==> config.mk <==
export PLATFORM = sky130hd
export DESIGN_NAME = lpsb_sqrt_cell
export DESIGN_NICKNAME = d
export VERILOG_FILES = /design/src/rtl/lidar_point_spherical_binner_assert.svh /design/src/rtl/lpsb_sqrt_cell.sv
export SDC_FILE = /design/constraint.sdc
export NUM_CORES = 1
export LEC_CHECK = 0
export BUFFER_PORTS_ARGS = -buffer_cell sky130_fd_sc_hd__buf_4
export CORE_MARGIN = 5
export CORE_UTILIZATION = 44
export CTS_BUF_LIST = sky130_fd_sc_hd__clkbuf_8 sky130_fd_sc_hd__clkbuf_16
export DETAILED_ROUTE_END_ITERATION = 10
export PLACE_DENSITY = 0.77
export SYNTH_ARGS = -nofsm -noshare
export SYNTH_HDL_FRONTEND = slang
export SYNTH_SLANG_ARGS = --single-unit
==> constraint.sdc <==
create_clock -name clk_i -period 2.7 [get_ports clk_i]
set_input_delay 0.405 -clock clk_i [delete_from_list [all_inputs] [get_ports clk_i]]
set_output_delay 0.405 -clock clk_i [all_outputs]
set_load 0.02 [all_outputs]
==> src/rtl/lidar_point_spherical_binner_assert.svh <==
// assertion macros for the spherical binner
`ifndef LIDAR_POINT_SPHERICAL_BINNER_ASSERT_SVH
`define LIDAR_POINT_SPHERICAL_BINNER_ASSERT_SVH
`ifndef SYNTHESIS
// clocked check, off while reset is held
`define LPSB_ASSERT(name, prop) \
  name: assert property (@(posedge clk_i) disable iff (!rst_ni) prop) \
    else $error("lpsb assertion failed");
// clocked check that also holds during reset
`define LPSB_ASSERT_RST(name, prop) \
  name: assert property (@(posedge clk_i) prop) \
    else $error("lpsb reset assertion failed");
`else
`define LPSB_ASSERT(name, prop)
`define LPSB_ASSERT_RST(name, prop)
`endif
`endif

==> src/rtl/lpsb_sqrt_cell.sv <==
// one digit cell of the pipelined square root
module lpsb_sqrt_cell #(
  parameter int unsigned NR = 29
) (
  input  logic            clk_i,
  input  logic            en_i,
  input  logic [2*NR-1:0] op_i,
  input  logic [NR-1:0]   root_i,
  input  logic [NR+1:0]   rem_i,
  output logic [2*NR-1:0] op_o,
  output logic [NR-1:0]   root_o,
  output logic [NR+1:0]   rem_o
);
  logic [NR+3:0]   rem_sh, trial;
  logic            take;
  logic [2*NR-1:0] op_d, op_q;
  logic [NR-1:0]   root_d, root_q;
  logic [NR+1:0]   rem_d, rem_q;

  // trial subtract of the next two operand bits
  always_comb begin
    rem_sh = {rem_i, op_i[2*NR-1 -: 2]};
    trial  = {2'b00, root_i, 2'b01};
    take   = (rem_sh >= trial);
    op_d   = {op_i[2*NR-3:0], 2'b00};
    root_d = {root_i[NR-2:0], take};
    rem_d  = take ? (NR+2)'(rem_sh - trial) : rem_sh[NR+1:0];
  end

  always_ff @(posedge clk_i) begin
    if (en_i) begin
      op_q   <= op_d;
      root_q <= root_d;
      rem_q  <= rem_d;
    end
  end

  assign op_o   = op_q;
  assign root_o = root_q;
  assign rem_o  = rem_q;
endmodule

==> summary.txt <==
Run status
  – Outcome: complete, no violations

Routing
  – DR pass1 iterations: 4
  – ANT nets after route: 0
  – Routed wire per std cell: 18.10 um
  – Vias/cell: 4.969
  – Drt initial violations: 204
  – Drt total wl: 16710 um
  – Vias: 4586
  – Residual DRC: 0

Die
  – Die area: 15690 um2
  – Core area: 13140 um2
  – Initial Util: 0.4450
  – Height of the die: 125.3 um
  – Die width: 125.3 um
  – I/O pins: 238
  – Row count: 42

Finish
  – Nets@finish: 885
  – Core Util, Final: 0.6770
  – Fraction of layout cells with a size suffix above 1: 0.5074
  – Area Growth Syn to Fin: 52.14%
  – Final Cell Area: 8894 um2
  – Non-filler cells, final: 923
  – Diodes inserted: 0

STA
  – Fmax: 400.4 MHz
  – Setup TNS: 0 ps
  – Worst-margin pin slew: 519.7 ps
  – Final Setup Violations: 0
  – Final Max Slew Viols: 0
  – Final Hold Vio Count: 0
  – Worst hold slack: 160.1 ps
  – Final WS setup: 202.5 ps
  – RSZ-0062 raised after global routing: false
  – Slew headroom: 0.6446
  – Final min period: 2497 ps
  – Final period util: 0.9250

Global route
  – All-layer global routing usage: 0.2176
  – Grt total ovfl: 0
  – Largest net degree at the start of global routing: 46
  – Vias in the first global route: 4949
  – First-pass GRT wire length: 26700 um
  – Initial antenna violation count: 0

Place
  – Port Buffers: 235
  – Dpl hpwl: 12880 um
  – Dpl ws: -275.1 ps
  – GPL Wtd Cong: 0.8853
  – Placed cell count: 891
  – DP Area: 8334 um2

Setup path
  – CP max FO: 22
  – Crit start category: input pin
  – Critical path origin: root_i[10]
  – CP Capture Point: rem_o[7]
  – Setup Crit Path Kind: input pin to flip-flop
  – Worst Setup End Kind: flip-flop
  – Data required, critical path: 2860 ps
  – Crit path arrival time: 2660 ps

Logic synthesis
  – Register bit count reported by yosys: 116
  – Avg Inst Size Synth: 13.50 um2
  – Post-synth cell types: 50
  – Post-synth top area cell: edfxtp_1
  – Fraction of registers with async set/reset: 0
  – Post-synth top flop: edfxtp_1
  – Share of the yosys chip area belonging to registers: 0.5959
  – Synthesized cell area: 5846 um2
  – Post-Syn Instances: 433
  – Share of the synthesized area in the top cell type: 0.5959
  – EDFF count, synth: 116
  – Yosys Warn Count: 0
  – Ranking of synthesized cells by area: edfxtp_1 60%, mux2_4 6.7%, ha_1 6.6%

Clock tree
  – Root buf cell: clkbuf_16
  – Clock-pin slew on the worst setup and hold paths: 60 ps
  – CTS H-tree lvls: 4
  – Hold-fix buffers, CTS: 0
  – CTS Buf Count: 17
  – CTS sink count: 116
  – CTS tree: yes
  – Number of gates resized after CTS: 0
  – CTS max path bufs: 2
  – Post-CTS setup buffers: 0

Worst hold path
  – HP Class: input pin to flip-flop

Power
  – Tot Pwr: 5.835 mW
  – Leakage: 3.974 nW
  – Worst IR drop on VDD: 0.3079 mV
  – Power per cell area: 656.1 nW/um2

Flow run
  – Max-cap violation count: 0
-- power breakdown --
| part | total, mW | leakage [nW] | switching [mW] | internal [mW] |
|---|---|---|---|---|
| logic | 1.47 | 2.57 | 0.733 | 0.738 |
| registers | 2.27 | 1.14 | 0.0595 | 2.21 |
| clock network | 2.09 | 0.266 | 0.829 | 1.27 |
| total | 5.84 | 3.97 | 1.62 | 4.21 |
-- worst max-delay path, stage by stage --
cell,delay (ps)
buf_4,110
inv_1,90
ha_4,210
a21oi_1,210
nand2_1,110
o2111ai_1,260
o211ai_2,170
a31oi_4,180
o21ai_2,100
a31oi_4,230
buf_12,240
mux2_4,320
-- synthesized netlist by cell type (2+ instances only) --
cell / instances
clkbuf_1: 4
a21boi_0: 2
buf_6: 3
clkbuf_2: 2
nor2b_1: 3
nand4_1: 8
and2_1: 3
edfxtp_1: 116
a211oi_1: 2
o21bai_1: 5
o21a_1: 4
nor3_1: 5
nand3b_1: 2
o21ai_0: 13
o21ai_2: 2
nand2b_1: 4
nor2_1: 17
xor2_1: 14
xnor2_1: 12
a21oi_1: 34
mux2i_1: 4
and3_1: 3
a21o_1: 11
nand2_1: 26
buf_4: 4
inv_1: 39
ha_1: 31
o31ai_1: 3
a31oi_4: 2
mux2_4: 26
nand3_1: 10
-- flip-flops by register name, summed over array words and instances, names as in the netlist --
| signal | flops |
|---|---|
| op_o | 56 |
| rem_o | 31 |
| root_o | 29 |
-- per-layer routing --
metal	global-route usage	wire, um
met1	0.2319	6139
met2	0.4128	9485
met4	0.06314	93
met3	0.06567	988
met5	0	0
-- layout make-up --
type / instances / area [um2]
timing repair buffer: 297 / 2267
clock inverter: 15 / 133.9
fill: 942 / 4244
multi-input combinational: 263 / 2210
tap: 176 / 220.2
clock buffer: 17 / 425.4
inverter: 39 / 153.9
sequential: 116 / 3483
-- worst min-delay path by stage --
stage             start       end  slack [ps]  cells past startpoint
6_report       op_i[20]  op_o[22]         160                      1
5_1_grt        op_i[49]  op_o[51]         140                      1
4_1_cts        op_i[20]  op_o[22]         140                      1
3_5_place_dp    op_i[1]   op_o[3]         580                      1
3_3_place_gp    op_i[8]  op_o[10]         580                      1
2_1_floorplan   op_i[8]  op_o[10]         500                      0
-- logic make-up (layout without fill, tap and decap cells) --
logic type | count (synthesis) | in the layout | share of synthesized area
AO/OA/AOI/OAI | 88 | 88 | 0.1019
XOR/XNOR | 26 | 26 | 0.03896
adder cells (fa/ha/maj) | 31 | 31 | 0.06635
buffers and inverters | 55 | 368 | 0.04987
flip-flops | 116 | 116 | 0.5959
multiplexers | 31 | 31 | 0.07556
other | 1 | 2 | 0.0006415
AND/OR/NAND/NOR | 85 | 85 | 0.07085
-- placed cells by master (no fill, tap or decap), types with 3 or more instances in the layout --
master and count:
buf_4 294, edfxtp_1 116, inv_1 35, a21oi_1 33, mux2_4 26, nand2_1 25
ha_1 22, nor2_1 17, clkbuf_16 17, xor2_1 14, xnor2_1 12, a21o_1 11
o21ai_0 11, nand3_1 9, ha_4 9, nand4_1 8, nor3_1 5, o21bai_1 5
clkinv_4 5, o21a_1 4, nand2b_1 4, mux2i_1 4, inv_2 3, and3_1 3
o31ai_1 3, and2_1 3, nor2b_1 3, clkinvlp_4 3, buf_12 3
Power figures use the tool's default switching activity.
