File: config.mk
export PLATFORM = sky130hd
export DESIGN_NAME = lpsb_div_cell
export DESIGN_NICKNAME = d
export VERILOG_FILES = /design/src/rtl/lidar_point_spherical_binner_assert.svh /design/src/rtl/lpsb_pkg.sv /design/src/rtl/lpsb_div_cell.sv
export SDC_FILE = /design/constraint.sdc
export NUM_CORES = 1
export LEC_CHECK = 0
export BUFFER_PORTS_ARGS = -buffer_cell sky130_fd_sc_hd__buf_2
export CAP_MARGIN = 15
export CORE_ASPECT_RATIO = 0.8
export CORE_MARGIN = 2
export CORE_UTILIZATION = 48
export CTS_BUF_LIST = sky130_fd_sc_hd__clkbuf_4 sky130_fd_sc_hd__clkbuf_8
export DETAILED_ROUTE_END_ITERATION = 8
export PLACE_DENSITY = 0.82
export SLEW_MARGIN = 10
export SYNTH_ARGS = -nofsm -noshare
export SYNTH_HDL_FRONTEND = slang
export SYNTH_SLANG_ARGS = --single-unit
File: constraint.sdc
create_clock -name clk_i -period 3.3 [get_ports clk_i]
set_clock_uncertainty 0.05 [all_clocks]
set_input_delay 0.495 -clock clk_i [delete_from_list [all_inputs] [get_ports clk_i]]
set_output_delay 0.495 -clock clk_i [all_outputs]
set_load 0.05 [all_outputs]
File: src/rtl/lidar_point_spherical_binner_assert.svh
// assertion macros for the spherical binner
`ifndef LIDAR_POINT_SPHERICAL_BINNER_ASSERT_SVH
`define LIDAR_POINT_SPHERICAL_BINNER_ASSERT_SVH
`ifndef SYNTHESIS
// clocked check, off while reset is held
`define LPSB_ASSERT(name, prop) \
  name: assert property (@(posedge clk_i) disable iff (!rst_ni) prop) \
    else $error("lpsb assertion failed");
// clocked check that also holds during reset
`define LPSB_ASSERT_RST(name, prop) \
  name: assert property (@(posedge clk_i) prop) \
    else $error("lpsb reset assertion failed");
`else
`define LPSB_ASSERT(name, prop)
`define LPSB_ASSERT_RST(name, prop)
`endif
`endif

File: src/rtl/lpsb_pkg.sv
// shared types and constants of the spherical binner
package lpsb_pkg;

  // cordic datapath widths
  localparam int unsigned CW      = 57;
  localparam int unsigned AW      = 27;
  localparam int unsigned TAB_LEN = 24;

  // atan(2^-i) in 1/65536 degree
  localparam logic signed [AW-1:0] ATAN_TAB [TAB_LEN] = '{
    27'sd2949120, 27'sd1740967, 27'sd919879, 27'sd466945, 27'sd234379, 27'sd117304,
    27'sd58666, 27'sd29335, 27'sd14668, 27'sd7334, 27'sd3667, 27'sd1833,
    27'sd917, 27'sd458, 27'sd229, 27'sd115, 27'sd57, 27'sd29,
    27'sd14, 27'sd7, 27'sd4, 27'sd2, 27'sd1, 27'sd0
  };

  localparam logic signed [AW-1:0] HALF_TURN = 27'sd11796480;
  localparam logic signed [AW-1:0] FULL_TURN = 27'sd23592960;
  localparam logic signed [AW-1:0] ROUND_ADD = 27'sd512;
  localparam logic signed [AW-1:0] ZEN_MAX_A = 27'sd5760;
  localparam logic signed [AW-1:0] AZ_FULL_A = 27'sd23040;

  // output field widths
  localparam int unsigned RANGE_W = 24;
  localparam int unsigned ZEN_W   = 13;
  localparam int unsigned AZ_W    = 15;
  localparam int unsigned CAP_W   = 20;
  localparam int unsigned BIN_W   = 9;
  localparam int unsigned SEC_W   = 3;
  localparam int unsigned DIV_W   = 13;

  localparam logic [ZEN_W-1:0] ZEN_MAX      = 13'd5760;
  localparam int unsigned      HALF_SECTOR  = 1440;
  localparam int unsigned      SECTOR_W     = 2880;
  localparam logic [DIV_W-1:0] BIN_MAX      = 13'd511;

  // configuration register indexes and reset values
  localparam int unsigned      CFG_IDX_W      = 2;
  localparam logic [1:0]       REG_ZEN_START  = 2'd0;
  localparam logic [1:0]       REG_ZEN_END    = 2'd1;
  localparam logic [1:0]       REG_ZEN_STEP   = 2'd2;
  localparam logic [ZEN_W-1:0] RST_ZEN_START  = 13'd1280;
  localparam logic [ZEN_W-1:0] RST_ZEN_END    = 13'd5760;
  localparam logic [ZEN_W-1:0] RST_ZEN_STEP   = 13'd320;

  // one vector being rotated
  typedef struct packed {
    logic signed [CW-1:0] a;
    logic signed [CW-1:0] b;
    logic signed [AW-1:0] acc;
  } cordic_lane_t;

  // fields riding along the divider cells
  typedef struct packed {
    logic               kept;
    logic               zgt;
    logic [RANGE_W-1:0] range;
    logic [ZEN_W-1:0]   zen;
    logic [AZ_W-1:0]    az;
    logic [CAP_W-1:0]   cap;
  } dv_side_t;

endpackage

File: src/rtl/lpsb_div_cell.sv
// one quotient bit of the pipelined bin divider
module lpsb_div_cell (
  input  logic                    clk_i,
  input  logic                    en_i,
  input  logic [lpsb_pkg::DIV_W-1:0] divisor_i,
  input  logic [lpsb_pkg::DIV_W-1:0] num_i,
  input  logic [lpsb_pkg::DIV_W-1:0] quo_i,
  input  logic [lpsb_pkg::DIV_W-1:0] rem_i,
  output logic [lpsb_pkg::DIV_W-1:0] num_o,
  output logic [lpsb_pkg::DIV_W-1:0] quo_o,
  output logic [lpsb_pkg::DIV_W-1:0] rem_o
);
  import lpsb_pkg::*;

  logic [DIV_W:0]   rem_sh;
  logic             take;
  logic [DIV_W-1:0] num_d, num_q, quo_d, quo_q, rem_d, rem_q;

  // shift in the next numerator bit and try the divisor
  always_comb begin
    rem_sh = {rem_i, num_i[DIV_W-1]};
    take   = (rem_sh >= {1'b0, divisor_i});
    num_d  = {num_i[DIV_W-2:0], 1'b0};
    quo_d  = {quo_i[DIV_W-2:0], take};
    rem_d  = take ? DIV_W'(rem_sh - {1'b0, divisor_i}) : rem_sh[DIV_W-1:0];
  end

  always_ff @(posedge clk_i) begin
    if (en_i) begin
      num_q <= num_d;
      quo_q <= quo_d;
      rem_q <= rem_d;
    end
  end

  assign num_o = num_q;
  assign quo_o = quo_q;
  assign rem_o = rem_q;
endmodule
==> impl_metrics.yaml, run 1 <==
floorplan:
  initial_utilization: 0.513
  die_w_um: 76.2
  dieHeight_um: 61.8
  io_pins: 93
  dieArea_um2: 4710
  rows: 20
  coreArea_um2: 3900
clock_tree:
  h-tree-depth: 2
  postCtsSetupBuffers: 0
  path_clk_slew_ns: 0.08
  cts_tree: "yes"
  cts_sinks: 38
  cts_buffers: 5
  clockBufferDepth: 2
  hold_buffers: 0
  ctsResizeCount: 0
  cts-root-buf: "clkbuf_8"
global_routing:
  grt_usage: 0.166
  overflow: 0
  grt_pass1_vias: 1330
  grt_pass1_wl_mm: 5.97
  antenna_found_initial: 0
  grt_max_degree: 39
routing:
  drc: 0
  detailedRoute.firstIterationViolations: 25
  dr.pass1.iters: 4
  routed_via_density: 4.86
  wirelength_mm: 3.77
  num_vias: 1453
  ant_nets: 0
  drt-wirelength-per-cell_um: 12.6
job:
  max-cap-violations: 0
status:
  status: "completed"
yosys:
  ys_seq_area_frac: 0.570
  synth_compound_area_frac: 0.0881
  avgSynthCellArea_um2: 13.5
  synth_warnings: 0
  async_reset_ff_frac: 0
  synth_fa_ha_area_frac: 0.0913
  yosys-mux-area-fraction: 0.0850
  ys_ff_latch: 38
  synthesis.nets: 216
  synth_top_family_by_area: "adder cells"
  yosys.area_share.simple: 0.0825
  synth_edf_count: 38
  synth_area_um2: 2000
  synth_xor_area_frac: 0.0394
  synth-main-ff-cell: "edfxtp_1"
  synthCells: 148
  synth_cell_types: 42
place:
  post-place-cells: 291
  gp_congestion: 0.782
  io_buffers: 90
  dp_hpwl_mm: 2.90
hold_path:
  whs_endpoint: "quo_o[11]"
  min_delay_path_depth: 1
  hold_class: "input pin to flip-flop"
  hold_start: "quo_i[10]"
critical_path:
  cp-end-kind: "flip-flop"
  critPathKind: "input pin to flip-flop"
  arrival_ns: 2.72
  startpoint_type: "input pin"
  critPathMaxFanout: 14
  crit_required_ns: 3.29
timing:
  worst_slew_pin_slew_ns: 0.838
  hold_viol: 0
  max_freq_ghz: 0.366
  finalMaxSlewViolations: 0
  tns_ns: 0
  slew_headroom: 0.442
  setup_viol_count_final: 0
  rsz0062_at_grt: "no"
  min_period_ns: 2.73
  period_share: 0.828
finish:
  fillers: 328
  final_common_cell: "buf_2"
  diodes: 0
  stdcell_count: 299
  areaGrowthSynthToFinish_pct: 31.4
  drive_gt1_frac: 0.467
  mostFrequentLayoutCells: "90 x buf_2, 38 x edfxtp_1, 15 x inv_1, 13 x ha_1"
  fin_nets: 311
power:
  vdd_drop_max_v: 0.000270
  powerDensity_nw_per_um2: 578
  power.leakage_nw: 1.23
==> power by group <==
group / switching (mW) / total [mW] / internal, mW
logic: 0.301 / 0.449 / 0.148
registers: 0.0102 / 0.605 / 0.595
clock network: 0.165 / 0.467 / 0.303
total: 0.475 / 1.52 / 1.05
==> registers in the layout, indices dropped and copies added, names as in the netlist <==
register / count
quo_o: 13
num_o: 12
rem_o: 13
==> cell usage after synthesis (3+ instances only) <==
cell type	instances	share of area
a21oi_1	8	0.020
xor2_1	5	0.022
nand2b_1	3	0.0094
nor2_1	8	0.015
inv_1	15	0.028
edfxtp_1	38	0.57
nand2_1	4	0.0075
ha_1	13	0.081
xnor2_1	4	0.017
mux2_4	7	0.052
o21ai_0	4	0.010
mux2_2	3	0.017
==> through the flow <==
step	setup slack, ns	utilization	power, mW	cell area, µm²	hold slack (ns)
CTS	0.568	0.674	1.54	2630	0.323
detailed placement	0.260	0.639	1.07	2490	0.623
global placement	0.316	0.639	1.06	2490	0.621
floorplan	0.649	-	0.966	2000	0.544
global route	0.454	0.674	1.59	2630	0.316
finish	0.569	0.674	1.52	2630	0.330
==> worst max-delay path, stage by stage <==
cell      delay [ns]
buf_2           0.08
inv_1           0.04
ha_1            0.20
fa_1            0.40
nand2b_1        0.19
a21oi_2         0.19
o21ai_2         0.10
a211oi_2        0.19
o32a_2          0.46
mux2_2          0.38
==> kinds of logic after synthesis <==
family          Yosys count
simple gates             30
other cells               1
flops                    38
mux                      13
buf+inv                  17
xor+xnor                  9
compound gates           26
fa+ha+maj                14
==> layer usage <==
metal | track usage | part of all wire | up-vias | routed length, µm
li1 | - | - | 731 | -
met1 | 0.210 | 0.46 | 646 | 1730
met2 | 0.295 | 0.44 | 73 | 1670
met3 | 0.0491 | 0.091 | 3 | 342
met4 | 0.0338 | 0.0056 | 0 | 21
met5 | 0 | 0 | - | 0
==> area by class of cell <==
cell class / count / area [µm²] / area share
Clock buffer: 5 / 68.8 / 0.0262
Clock inverter: 3 / 68.8 / 0.0262
Inverter: 15 / 56.3 / 0.0214
Multi-Input combinational cell: 93 / 777 / 0.295
Sequential cell: 38 / 1140 / 0.434
Tap cell: 55 / 68.8 / 0.0262
Timing Repair Buffer: 90 / 450 / 0.171
==> worst max-delay path by stage <==
stage | startpoint | end | slack [ns]
finish | num_i[12] | rem_o[3] | 0.57
detailed placement | divisor_i[0] | rem_o[12] | 0.26
global placement | divisor_i[0] | rem_o[3] | 0.32
CTS | divisor_i[0] | rem_o[3] | 0.57
floorplan | num_i[12] | rem_o[10] | 0.65
global route | num_i[12] | rem_o[3] | 0.45
No activity file was read; power rests on OpenSTA's default activity.
==> run 2: changes to the inputs <==
clock period = 2.7 ns   (was 3.3 ns; I/O delays follow)
==> run 2 against run 1 <==
  * Cell count increased by 1.7%
  * Count of clock-buffer cells in the layout increased by 1
  * Sequential power increased by 22%
  * Hold slack got worse by 0.090 ns
  * Sequential cell count unchanged
  * Setup slack got worse by 0.30 ns
  * First-iteration DRC count increased by 12%
  * Clock power increased by 3%
  * Largest cell class unchanged
==> impl_metrics.yaml, run 2 (synthesized netlist as in run 1, its figures left out) <==
status:
  status: "completed"
routing:
  drt-wirelength-per-cell_um: 12.5
  detailedRoute.firstIterationViolations: 28
  num_vias: 1456
  wirelength_mm: 3.80
  drc: 0
  ant_nets: 0
  dr.pass1.iters: 4
  routed_via_density: 4.79
critical_path:
  critPathKind: "input pin to flip-flop"
  critPathMaxFanout: 6
  startpoint_type: "input pin"
  crit_required_ns: 2.69
  cp-end-kind: "flip-flop"
  arrival_ns: 2.42
clock_tree:
  cts_sinks: 38
  clockBufferDepth: 2
  cts-root-buf: "clkbuf_8"
  h-tree-depth: 2
  cts_tree: "yes"
  cts_buffers: 5
  ctsResizeCount: 0
  postCtsSetupBuffers: 0
  hold_buffers: 0
  path_clk_slew_ns: 0.08
global_routing:
  grt_pass1_wl_mm: 5.93
  grt_max_degree: 39
  grt_usage: 0.166
  antenna_found_initial: 0
  overflow: 0
  grt_pass1_vias: 1329
floorplan:
  coreArea_um2: 3900
  io_pins: 93
  dieHeight_um: 61.8
  initial_utilization: 0.513
  rows: 20
  die_w_um: 76.2
  dieArea_um2: 4710
finish:
  diodes: 0
  fillers: 314
  mostFrequentLayoutCells: "90 x buf_2, 38 x edfxtp_1, 15 x inv_1, 13 x ha_1"
  drive_gt1_frac: 0.478
  fin_nets: 316
  areaGrowthSynthToFinish_pct: 32.1
  fin_util: 0.678
  final_common_cell: "buf_2"
power:
  total_power_mw: 1.78
  power_frac_seq: 0.415
  power.switching_uw: 580
  vdd_drop_max_v: 0.000272
  p_int_mw: 1.20
  pwr-share-clk: 0.270
  powerDensity_nw_per_um2: 674
  comb_power_share: 0.315
  power.leakage_nw: 1.24
  swShare: 0.325
job:
  max-cap-violations: 0
timing:
  worst_slack_ns: 0.269
  max_freq_ghz: 0.411
  hold_viol: 0
  whs_ns: 0.240
  min_period_ns: 2.43
  setup_viol_count_final: 0
  tns_ns: 0
  slew_headroom: 0.453
  period_share: 0.901
  worst_slew_pin_slew_ns: 0.821
  rsz0062_at_grt: "no"
  finalMaxSlewViolations: 0
hold_path:
  hold_class: "input pin to flip-flop"
  hold_start: "quo_i[0]"
  min_delay_path_depth: 1
  whs_endpoint: "quo_o[1]"
place:
  post-place-ws_ns: -0.0511
  io_buffers: 90
  dp_hpwl_mm: 3.01
  gp_congestion: 0.819
## run 2: cell types whose count changed in the layout (fill, tap and decap cells not counted)
cell and change:
buf_4 +5, bufinv_16 -1, clkbuf_4 +1, clkinv_4 -1, clkinvlp_4 +1
## run 2: worst max-delay path by stage
stage	startpoint	endpoint	cells past startpoint
6_report	num_i[12]	rem_o[12]	11
3_3_place_gp	divisor_i[0]	rem_o[12]	10
4_1_cts	num_i[12]	rem_o[12]	11
3_5_place_dp	num_i[12]	rem_o[12]	11
2_1_floorplan	num_i[12]	rem_o[10]	10
5_1_grt	num_i[12]	rem_o[12]	11
## run 2: cell type report
type / instances / area (µm²) / share of cell area
multi-input cells: 93 / 777 / 0.294
repair buffers: 95 / 488 / 0.184
clock inverters: 2 / 37.5 / 0.0142
well taps: 55 / 68.8 / 0.0260
clock buffers: 6 / 76.3 / 0.0289
inverters: 15 / 56.3 / 0.0213
flip-flops and latches: 38 / 1140 / 0.431
## run 2: routing by layer
layer,vias up,part of all wire,GRT usage
met1,641,0.47,0.216
met4,0,0.0032,0.0338
met3,2,0.072,0.0520
met2,72,0.45,0.283
li1,741,-,-
met5,-,0,0
## run 2: worst max-delay path: stages
cell	delay, ns
buf_2	0.07
inv_1	0.04
ha_1	0.20
fa_1	0.38
nand2b_1	0.19
a21oi_2	0.19
o21ai_2	0.09
a211oi_2	0.18
o32a_2	0.18
buf_4	0.15
mux2_2	0.34
## run 2: metrics by stage
| stage | std cells | area [µm²] |
|---|---|---|
| 6_report | 304 | 2650 |
| 2_1_floorplan | 148 | 2000 |
| 5_1_grt | 304 | 2650 |
| 3_3_place_gp | 296 | 2530 |
| 3_5_place_dp | 296 | 2530 |
| 4_1_cts | 304 | 2650 |
## run 2: power by group through the flow
stage	clock [mW]	sequential (mW)	combinational, mW
floorplan	0	0.981	0.199
global placement	0	0.753	0.555
detailed placement	0	0.753	0.564
CTS	0.488	0.740	0.566
global route	0.511	0.746	0.600
finish	0.482	0.740	0.562
